==> src/rtl/esdt_pkg.sv <==
// Shared constants and types of the epoch-seconds to civil date-time converter.
package esdt_pkg;

  // Register stages from the input register to the output register.
  localparam int NUM_STAGES = 13;

  // Stage indices, in pipeline order.
  localparam int ST_SUM     = 0;
  localparam int ST_QEST    = 1;
  localparam int ST_REM     = 2;
  localparam int ST_DAYS    = 3;
  localparam int ST_ERA     = 4;
  localparam int ST_DOE     = 5;
  localparam int ST_CENT    = 6;
  localparam int ST_YEAROFS = 7;
  localparam int ST_YOE     = 8;
  localparam int ST_YPARTS  = 9;
  localparam int ST_DOY     = 10;
  localparam int ST_MP      = 11;
  localparam int ST_OUT     = 12;

  // Biased day count (days since March 0000 plus a whole number of eras) and time of day.
  localparam int ZU_W      = 25;
  localparam int TOD_W     = 17;
  localparam int ERA_BIAS  = 64;

  typedef logic [NUM_STAGES-1:0] stage_vec_t;

  typedef struct packed {
    logic [4:0] hour;
    logic [5:0] minute;
    logic [5:0] second;
  } hms_t;

endpackage

==> src/rtl/epoch_seconds_to_civil_datetime.sv <==
// Top level of the epoch-seconds to proleptic Gregorian date and time converter.
//
//   Channel  Direction  Handshake            Beat contents
//   in_      input      in_valid / in_stall  in_seconds_since_epoch (40-bit signed)
//   out_     output     out_valid/out_stall  year, month, day_of_month, hour, minute, second
//   cfg_     input      cfg_valid/cfg_ready  cfg_network_epoch (1 bit)
//
// One beat enters per cycle while the input is not stalled; the depth is set by
// the thirteen register stages of the division chain (86400, era, century, year, month).
// Reset clears the valid bits and selects the 1970 epoch; payload registers are not reset.
// A stall at the output freezes only the stages that have no empty stage at or after them, so
// bubbles close up and the input keeps being taken while any stage is free.
// The configuration channel is always ready; the user must write it only while no beat is in flight (not enforced).
module epoch_seconds_to_civil_datetime import esdt_pkg::*; (
  input  logic               clk,
  input  logic               rst_n,
  input  logic               in_valid,
  output logic               in_stall,
  input  logic signed [39:0] in_seconds_since_epoch,
  output logic               out_valid,
  input  logic               out_stall,
  output logic signed [15:0] out_year,
  output logic [3:0]         out_month,
  output logic [4:0]         out_day_of_month,
  output logic [4:0]         out_hour,
  output logic [5:0]         out_minute,
  output logic [5:0]         out_second,
  input  logic               cfg_valid,
  output logic               cfg_ready,
  input  logic               cfg_network_epoch
);

  stage_vec_t       load;
  logic             network_epoch_r;
  logic             network_epoch_nxt;
  logic [ZU_W-1:0]  zu;
  logic [TOD_W-1:0] tod;
  hms_t             hms;

  // The epoch select is a plain register; a write takes effect on the next beat.
  assign cfg_ready         = 1'b1;
  assign network_epoch_nxt = (cfg_valid && cfg_ready) ? cfg_network_epoch : network_epoch_r;

  always_ff @(posedge clk) begin
    if (!rst_n) begin
      network_epoch_r <= 1'b0;
    end else begin
      network_epoch_r <= network_epoch_nxt;
    end
  end

  esdt_pipe_ctrl u_ctrl (
    .clk       (clk),
    .rst_n     (rst_n),
    .in_valid  (in_valid),
    .out_stall (out_stall),
    .in_stall  (in_stall),
    .out_valid (out_valid),
    .load      (load)
  );

  // Stages 0 to 3: floor division by 86400 into days and seconds of the day.
  esdt_day_split u_day_split (
    .clk           (clk),
    .load          (load),
    .network_epoch (network_epoch_r),
    .seconds       (in_seconds_since_epoch),
    .zu            (zu),
    .tod           (tod)
  );

  // Stages 4 to 12: the date from the day count, in parallel with the clock fields.
  esdt_civil u_civil (
    .clk          (clk),
    .load         (load),
    .zu           (zu),
    .year         (out_year),
    .month        (out_month),
    .day_of_month (out_day_of_month)
  );

  esdt_clock u_clock (
    .clk  (clk),
    .load (load),
    .tod  (tod),
    .hms  (hms)
  );

  assign out_hour   = hms.hour;
  assign out_minute = hms.minute;
  assign out_second = hms.second;

endmodule

==> src/rtl/esdt_pipe_ctrl.sv <==
// Valid bits and per-stage load enables of the converter pipeline.
module esdt_pipe_ctrl import esdt_pkg::*; (
  input  logic       clk,
  input  logic       rst_n,
  input  logic       in_valid,
  input  logic       out_stall,
  output logic       in_stall,
  output logic       out_valid,
  output stage_vec_t load
);

  stage_vec_t valid_r;
  stage_vec_t valid_nxt;

  // A stage may load when the output moves on or some stage at or after it is empty.
  always_comb begin
    for (int k = 0; k < NUM_STAGES; k++) begin
      load[k] = !out_stall || ((valid_r >> k) != (stage_vec_t'('1) >> k));
    end
  end

  always_comb begin
    valid_nxt[0] = load[0] ? in_valid : valid_r[0];
    for (int k = 1; k < NUM_STAGES; k++) begin
      valid_nxt[k] = load[k] ? valid_r[k-1] : valid_r[k];
    end
  end

  always_ff @(posedge clk) begin
    if (!rst_n) begin
      valid_r <= '0;
    end else begin
      valid_r <= valid_nxt;
    end
  end

  assign in_stall  = !load[0];
  assign out_valid = valid_r[NUM_STAGES-1];

  a_accept_fills: assert property (@(posedge clk) disable iff (!rst_n)
    in_valid && !in_stall |=> valid_r[0])
    else $error("accepted beat did not enter the first stage");

  a_free_flow: assert property (@(posedge clk) disable iff (!rst_n)
    !out_stall |-> !in_stall)
    else $error("input stalled while the output drains");

  a_bubble_accept: assert property (@(posedge clk) disable iff (!rst_n)
    !(&valid_r) |-> !in_stall)
    else $error("input stalled although the pipeline holds a bubble");

endmodule

==> src/rtl/esdt_day_split.sv <==
// Splits biased epoch seconds into a day count and a time of day by division by 86400.
module esdt_day_split import esdt_pkg::*; (
  input  logic              clk,
  input  stage_vec_t        load,
  input  logic              network_epoch,
  input  logic [39:0]       seconds,
  output logic [ZU_W-1:0]   zu,
  output logic [TOD_W-1:0]  tod
);

  // 86400 = 128 * 675. The bias keeps the sum positive and is a multiple of 86400.
  localparam logic [40:0] EPOCH_OFS = 41'd946684800;
  localparam logic [40:0] SEC_BIAS  = 41'(64'd675 << 30);
  localparam logic [30:0] M675      = 31'((64'd1 << 40) / 64'd675);
  localparam int          ZU_BIAS   = 719468 + 146097 * ERA_BIAS - (1 << 23);

  logic [40:0] sec_ext;
  logic [40:0] sum_nxt;
  logic [40:0] sum_r;

  logic [54:0] qprod;
  logic [23:0] qest_nxt;
  logic [23:0] qest_r;
  logic [40:0] sum1_r;

  logic [33:0] qmul;
  logic [33:0] rdiff;
  logic [11:0] rem_nxt;
  logic [11:0] rem_r;
  logic [23:0] qest2_r;
  logic [6:0]  low2_r;

  logic [11:0]      rem_c;
  logic [1:0]       corr;
  logic [ZU_W-1:0]  zu_nxt;
  logic [TOD_W-1:0] tod_nxt;
  logic [ZU_W-1:0]  zu_r;
  logic [TOD_W-1:0] tod_r;

  assign sec_ext = {seconds[39], seconds};
  assign sum_nxt = sec_ext + (network_epoch ? EPOCH_OFS : 41'd0) + SEC_BIAS;

  // The quotient estimate from the upper bits is low by at most two.
  assign qprod    = 55'(sum_r[40:17]) * 55'(M675);
  assign qest_nxt = qprod[53:30];

  assign qmul    = 34'(qest_r) * 34'd675;
  assign rdiff   = sum1_r[40:7] - qmul;
  assign rem_nxt = rdiff[11:0];

  always_comb begin
    if (rem_r >= 12'd1350) begin
      corr  = 2'd2;
      rem_c = rem_r - 12'd1350;
    end else if (rem_r >= 12'd675) begin
      corr  = 2'd1;
      rem_c = rem_r - 12'd675;
    end else begin
      corr  = 2'd0;
      rem_c = rem_r;
    end
    zu_nxt  = ZU_W'(qest2_r) + ZU_W'(corr) + ZU_W'(ZU_BIAS);
    tod_nxt = {rem_c[9:0], low2_r};
  end

  always_ff @(posedge clk) begin
    if (load[ST_SUM]) begin
      sum_r <= sum_nxt;
    end
    if (load[ST_QEST]) begin
      qest_r <= qest_nxt;
      sum1_r <= sum_r;
    end
    if (load[ST_REM]) begin
      rem_r   <= rem_nxt;
      qest2_r <= qest_r;
      low2_r  <= sum1_r[6:0];
    end
    if (load[ST_DAYS]) begin
      zu_r  <= zu_nxt;
      tod_r <= tod_nxt;
    end
  end

  assign zu  = zu_r;
  assign tod = tod_r;

endmodule

==> src/rtl/esdt_clock.sv <==
// Splits the time of day into hour, minute and second, delayed to line up with the date.
module esdt_clock import esdt_pkg::*; (
  input  logic             clk,
  input  stage_vec_t       load,
  input  logic [TOD_W-1:0] tod,
  output hms_t             hms
);

  localparam logic [17:0] MH = 18'(((64'd1 << 29) + 64'd3599) / 64'd3600);
  localparam logic [12:0] MM = 13'(((64'd1 << 18) + 64'd59) / 64'd60);

  logic [34:0]      hprod;
  logic [4:0]       hh_nxt;
  logic [4:0]       hh4_r;
  logic [TOD_W-1:0] tod4_r;

  logic [TOD_W-1:0] hsub;
  logic [11:0]      rem_nxt;
  logic [11:0]      rem5_r;
  logic [4:0]       hh5_r;

  logic [24:0] mprod;
  logic [5:0]  mm_nxt;
  logic [5:0]  mm6_r;
  logic [11:0] rem6_r;
  logic [4:0]  hh6_r;

  logic [11:0] mmul;
  hms_t        hms_nxt;
  hms_t        hms7_r;
  hms_t        dly_r [ST_YEAROFS+1:ST_OUT];

  assign hprod   = 35'(tod) * 35'(MH);
  assign hh_nxt  = hprod[33:29];

  assign hsub    = tod4_r - TOD_W'(hh4_r) * TOD_W'(3600);
  assign rem_nxt = hsub[11:0];

  assign mprod   = 25'(rem5_r) * 25'(MM);
  assign mm_nxt  = mprod[23:18];

  assign mmul            = 12'(mm6_r) * 12'd60;
  assign hms_nxt.hour    = hh6_r;
  assign hms_nxt.minute  = mm6_r;
  assign hms_nxt.second  = 6'(rem6_r - mmul);

  always_ff @(posedge clk) begin
    if (load[ST_ERA]) begin
      hh4_r  <= hh_nxt;
      tod4_r <= tod;
    end
    if (load[ST_DOE]) begin
      rem5_r <= rem_nxt;
      hh5_r  <= hh4_r;
    end
    if (load[ST_CENT]) begin
      mm6_r  <= mm_nxt;
      rem6_r <= rem5_r;
      hh6_r  <= hh5_r;
    end
    if (load[ST_YEAROFS]) begin
      hms7_r <= hms_nxt;
    end
  end

  for (genvar k = ST_YEAROFS + 1; k <= ST_OUT; k++) begin : g_dly
    if (k == ST_YEAROFS + 1) begin : g_first
      always_ff @(posedge clk) begin
        if (load[k]) begin
          dly_r[k] <= hms7_r;
        end
      end
    end else begin : g_next
      always_ff @(posedge clk) begin
        if (load[k]) begin
          dly_r[k] <= dly_r[k-1];
        end
      end
    end
  end

  assign hms = dly_r[ST_OUT];

endmodule

==> src/rtl/esdt_civil.sv <==
// Converts a biased day count into year, month and day through 400-year eras.
module esdt_civil import esdt_pkg::*; (
  input  logic              clk,
  input  stage_vec_t        load,
  input  logic [ZU_W-1:0]   zu,
  output logic signed [15:0] year,
  output logic [3:0]        month,
  output logic [4:0]        day_of_month
);

  localparam logic [25:0] MERA   = 26'(((64'd1 << 43) + 64'd146096) / 64'd146097);
  localparam logic [17:0] M1460  = 18'(((64'd1 << 28) + 64'd1459) / 64'd1460);
  localparam logic [17:0] M36524 = 18'(((64'd1 << 33) + 64'd36523) / 64'd36524);
  localparam logic [17:0] M365   = 18'(((64'd1 << 26) + 64'd364) / 64'd365);
  localparam logic [9:0]  M100   = 10'(((64'd1 << 16) + 64'd99) / 64'd100);
  localparam logic [11:0] M153   = 12'(((64'd1 << 19) + 64'd152) / 64'd153);

  // First day of each month within a year that starts on March 1.
  function automatic logic [8:0] month_start(input logic [3:0] mp);
    logic [8:0] s;
    case (mp)
      4'd0:    s = 9'd0;
      4'd1:    s = 9'd31;
      4'd2:    s = 9'd61;
      4'd3:    s = 9'd92;
      4'd4:    s = 9'd122;
      4'd5:    s = 9'd153;
      4'd6:    s = 9'd184;
      4'd7:    s = 9'd214;
      4'd8:    s = 9'd245;
      4'd9:    s = 9'd275;
      4'd10:   s = 9'd306;
      4'd11:   s = 9'd337;
      default: s = 9'd0;
    endcase
    return s;
  endfunction

  function automatic logic [3:0] month_num(input logic [3:0] mp);
    logic [3:0] m;
    if (mp < 4'd10) begin
      m = mp + 4'd3;
    end else begin
      m = mp - 4'd9;
    end
    return m;
  endfunction

  logic [50:0]     era_prod;
  logic [6:0]      era_nxt;
  logic [6:0]      era4_r;
  logic [ZU_W-1:0] zu4_r;

  logic [24:0] era_mul;
  logic [24:0] doe_diff;
  logic [17:0] doe_nxt;
  logic [17:0] doe5_r;
  logic [6:0]  era5_r;

  logic [35:0] p1460;
  logic [35:0] p36524;
  logic [7:0]  c1460_r;
  logic [2:0]  c36524_r;
  logic        full_r;
  logic [17:0] doe6_r;
  logic [6:0]  era6_r;

  logic [17:0] t_nxt;
  logic [17:0] t7_r;
  logic [17:0] doe7_r;
  logic [6:0]  era7_r;

  logic [35:0] p365;
  logic [8:0]  yoe8_r;
  logic [17:0] doe8_r;
  logic [6:0]  era8_r;

  logic [18:0] p100;
  logic [17:0] y365_r;
  logic [2:0]  c100_r;
  logic [8:0]  yoe9_r;
  logic [17:0] doe9_r;
  logic [6:0]  era9_r;

  logic [17:0] ysum;
  logic [17:0] doy_diff;
  logic [8:0]  doy10_r;
  logic [8:0]  yoe10_r;
  logic [6:0]  era10_r;

  logic [10:0] mpn;
  logic [22:0] p153;
  logic [3:0]  mp11_r;
  logic [8:0]  doy11_r;
  logic [8:0]  yoe11_r;
  logic [6:0]  era11_r;

  logic signed [8:0]  era_s;
  logic signed [16:0] year_full;
  logic [8:0]         day_diff;
  logic signed [15:0] year_r;
  logic [3:0]         month_r;
  logic [4:0]         day_r;

  assign era_prod = 51'(zu) * 51'(MERA);
  assign era_nxt  = era_prod[49:43];

  assign era_mul  = 25'(era4_r) * 25'd146097;
  assign doe_diff = zu4_r - era_mul;
  assign doe_nxt  = doe_diff[17:0];

  assign p1460  = 36'(doe5_r) * 36'(M1460);
  assign p36524 = 36'(doe5_r) * 36'(M36524);

  assign t_nxt = doe6_r - 18'(c1460_r) + 18'(c36524_r) - 18'(full_r);

  assign p365 = 36'(t7_r) * 36'(M365);

  assign p100 = 19'(yoe8_r) * 19'(M100);

  assign ysum     = y365_r + 18'(yoe9_r[8:2]) - 18'(c100_r);
  assign doy_diff = doe9_r - ysum;

  assign mpn  = 11'(doy10_r) * 11'd5 + 11'd2;
  assign p153 = 23'(mpn) * 23'(M153);

  // January and February belong to the following civil year.
  assign era_s     = $signed({2'b00, era11_r}) - 9'sd64;
  assign year_full = 17'(era_s) * 17'sd400 + $signed({8'd0, yoe11_r})
                   + $signed({16'd0, (mp11_r >= 4'd10)});
  assign day_diff  = doy11_r - month_start(mp11_r) + 9'd1;

  always_ff @(posedge clk) begin
    if (load[ST_ERA]) begin
      era4_r <= era_nxt;
      zu4_r  <= zu;
    end
    if (load[ST_DOE]) begin
      doe5_r <= doe_nxt;
      era5_r <= era4_r;
    end
    if (load[ST_CENT]) begin
      c1460_r  <= p1460[35:28];
      c36524_r <= p36524[35:33];
      full_r   <= (doe5_r == 18'd146096);
      doe6_r   <= doe5_r;
      era6_r   <= era5_r;
    end
    if (load[ST_YEAROFS]) begin
      t7_r   <= t_nxt;
      doe7_r <= doe6_r;
      era7_r <= era6_r;
    end
    if (load[ST_YOE]) begin
      yoe8_r <= p365[34:26];
      doe8_r <= doe7_r;
      era8_r <= era7_r;
    end
    if (load[ST_YPARTS]) begin
      y365_r <= 18'(yoe8_r) * 18'd365;
      c100_r <= p100[18:16];
      yoe9_r <= yoe8_r;
      doe9_r <= doe8_r;
      era9_r <= era8_r;
    end
    if (load[ST_DOY]) begin
      doy10_r <= doy_diff[8:0];
      yoe10_r <= yoe9_r;
      era10_r <= era9_r;
    end
    if (load[ST_MP]) begin
      mp11_r  <= p153[22:19];
      doy11_r <= doy10_r;
      yoe11_r <= yoe10_r;
      era11_r <= era10_r;
    end
    if (load[ST_OUT]) begin
      year_r  <= year_full[15:0];
      month_r <= month_num(mp11_r);
      day_r   <= day_diff[4:0];
    end
  end

  assign year         = year_r;
  assign month        = month_r;
  assign day_of_month = day_r;

endmodule
==> config.mk <==
export PLATFORM = sky130hd
export DESIGN_NAME = epoch_seconds_to_civil_datetime
export DESIGN_NICKNAME = d
export VERILOG_FILES = /design/src/rtl/esdt_pkg.sv /design/src/rtl/epoch_seconds_to_civil_datetime.sv /design/src/rtl/esdt_pipe_ctrl.sv /design/src/rtl/esdt_day_split.sv /design/src/rtl/esdt_clock.sv /design/src/rtl/esdt_civil.sv
export SDC_FILE = /design/constraint.sdc
export NUM_CORES = 2
export LEC_CHECK = 0
export BUFFER_PORTS_ARGS = -buffer_cell sky130_fd_sc_hd__buf_2
export CAP_MARGIN = 5
export CORE_UTILIZATION = 43
export DETAILED_ROUTE_END_ITERATION = 12
export GPL_ROUTABILITY_DRIVEN = 0
export PLACE_DENSITY = 0.59
export SLEW_MARGIN = 20
export SYNTH_ARGS = -nofsm -noshare
export SYNTH_HDL_FRONTEND = slang
export SYNTH_SLANG_ARGS = --single-unit
export TNS_END_PERCENT = 20
==> constraint.sdc <==
create_clock -name clk -period 8.9 [get_ports clk]
set_input_delay 0.445 -clock clk [delete_from_list [all_inputs] [get_ports clk]]
set_output_delay 0.445 -clock clk [all_outputs]
set_load 0.005 [all_outputs]
==> metrics.cfg <==
[status]
run_status=finished clean

[sta]
min_period_over_period=0.884
slew_viol_final=0
slew_headroom=0.320
setup_viol=0
fmax_mhz=127
rsz0062_at_grt=false
hold_viol=0
worstMarginPinSlew_ns=1.02
setup_tns_ns=0
finalClockSkew_ns=0.0451
fin_crit_ns=7.87

[global_route]
gr-total-overflow=0
grtUsageMet2=0.326
grt_use_total=0.189
use_met3=0.0257
met1_usage=0.250
grt.busiest_layer=met2
antenna_found_initial=7
grt_start_max_net_pins=55
grt_pass1_wl_mm=238
grt_pass1_vias=43900

[clocking]
clockBufferDepth=3
cts_tree=yes
path_clk_slew_ns=0.06
htreeDepth=3
root_buffer=clkbuf_16
cts_resized=0
numCtsBuffers=69
clock_sinks=597
clk_latency_ns=0.65

[detailed_routing]
vias_per_cell=4.90
drc=0
drt-total-wl_mm=147
ant_nets=0
wl_per_cell_um=18.1
firstDrtPassIters=7
vias=39900
drt_iter0_markers=1813

[synthesis]
yosysMostFrequentCell=inv_1
synthFlopType=edfxtp_1
netlist_area_sq_um=69000
avgSynthCellArea_sq_um=11.8
synth_cell_types=79
synthArstFlopShare=0
ys_top_cells_by_count=inv_1, ha_1, fa_1, edfxtp_1, xnor2_1
yosysWarnings=0
synth.area.top_cells=fa_1, ha_1, edfxtp_1, inv_1, xnor2_1
synthCells=5827
synth_top_area_frac=0.272
synth_seq_cells=597
yosysSeqAreaShare=0.257
yosysTopAreaCell=fa_1
synth_edf_count=578
synthesis.nets=8285

[critical_path]
critPathBufInv=2
arrival_ns=8.41
crit_type=register to register
critPathMostFrequentCell=ha_1
crit_slowest_cell=fa_1
cp_data_required_time_ns=9.44
cp-end-kind=register
cp_slowest_stage_delay_ns=0.56
start_kind=register
crit_family=adder cells
cp_max_fo=6

[cells_and_area]
drive_gt1_frac=0.0436
area_growth_pct=7.96
final_nets=8455

[floorplanning]
die_w_um=403
num_rows=146
die_h_um=403
core_sq_um=159000
die_area_sq_um=162000
ios=91
start_util=0.434

[flow_run]
max_cap_viol_count=0

[hold_path]
hold_class=input port to register

[placement]
io_buffers=89
hpwl_mm=124

-- routing by layer --
| layer | wire, um | vias up |
|---|---|---|
| li1 | - | 19300 |
| met1 | 66000 | 19800 |
| met4 | 3470 | 4 |
| met5 | 20 | - |
| met3 | 5490 | 163 |
| met2 | 71800 | 592 |
-- layout by cell type, fill, tap and decap left out, types with 14 or more instances in the layout --
| cell type | Yosys | layout |
|---|---|---|
| nor2b_1 | 38 | 38 |
| xor2_1 | 85 | 85 |
| a21oi_1 | 162 | 162 |
| dfxtp_1 | 19 | 19 |
| o21bai_1 | 25 | 25 |
| nand2b_1 | 22 | 22 |
| buf_2 | 0 | 89 |
| inv_1 | 1554 | 1549 |
| a31oi_1 | 14 | 14 |
| nor2_1 | 103 | 103 |
| nor3_1 | 28 | 28 |
| and3_1 | 24 | 24 |
| xnor2_1 | 185 | 185 |
| fa_1 | 936 | 936 |
| buf_4 | 18 | 24 |
| clkbuf_16 | 0 | 69 |
| ha_1 | 1476 | 1476 |
| a211oi_1 | 18 | 18 |
| a21o_1 | 91 | 91 |
| o21ai_0 | 89 | 89 |
| nand2_1 | 105 | 100 |
| o21a_1 | 30 | 30 |
| edfxtp_1 | 578 | 578 |
| nand3_1 | 40 | 38 |
| nand4_1 | 25 | 25 |
-- cell families after synthesis --
family | count (synthesis) | share of synthesized area
XOR/XNOR | 270 | 0.0343
buffers and inverters | 1577 | 0.0868
flip-flops | 597 | 0.257
AND/OR/NAND/NOR | 438 | 0.0318
other | 1 | 0.0000543
multiplexers | 5 | 0.000852
AO/OA/AOI/OAI | 527 | 0.0500
adder cells (fa/ha/maj) | 2412 | 0.539
-- state kept, by name, indices dropped and copies added, names as in the netlist, 13 cells and up, named ones only --
register	flops
u_day_split.sum1_r	19
u_day_split.tod	17
u_clock.dly_r	85
u_civil.t7_r	18
u_ctrl.valid_r	13
u_day_split.zu	25
u_civil.zu4_r	18
u_civil.doe5_r	18
u_civil.doe6_r	18
u_civil.year	16
u_clock.hms7_r	17
u_day_split.qest_r	24
u_day_split.sum_r	41
u_day_split.qest2_r	24
-- cell type report --
type / instances / area [sq um]
Clock buffer: 80 / 1770
Fill cell: 14400 / 84400
Antenna cell: 5 / 12.5
Multi-Input combinational cell: 3653 / 45300
Sequential cell: 597 / 17700
Tap cell: 2072 / 2590
Clock inverter: 47 / 514
Timing Repair Buffer: 121 / 723
Inverter: 1555 / 5840
-- per-stage QoR --
step | hold WS (ns) | util | std cells | setup slack, ns | instance area [sq um]
after floorplan | 0.400 | - | 5827 | 1.53 | 69000
after global placement | 0.401 | 0.454 | 7990 | 1.04 | 72100
after detailed placement | 0.405 | 0.454 | 7990 | 0.980 | 72100
after CTS | 0.0126 | 0.468 | 8124 | 0.969 | 74400
after global routing | 0.0303 | 0.469 | 8130 | 0.448 | 74500
final | 0.0593 | 0.469 | 8130 | 1.03 | 74500
-- worst paths after layout --
path	startpoint	endpoint	slack, ns	cells after the start
worst max-delay path	u_civil.doy10_r[1]	register	1.03	30
worst min-delay path	in_valid	u_ctrl.valid_r[0]	0.06	2
worst max register to register	u_civil.doy10_r[1]	register	1.03	30
worst min register to register	u_clock.dly_r[1][41]	u_clock.dly_r[1][58]	0.41	0
-- timing repair --
item	in CTS	in global routing
hold endpoints to repair	7	0
hold buffers	7	0
buffers inserted	0	0
Power is not shown: default switching activity piles up to over one toggle a cycle in this logic, so the estimate is an artifact.
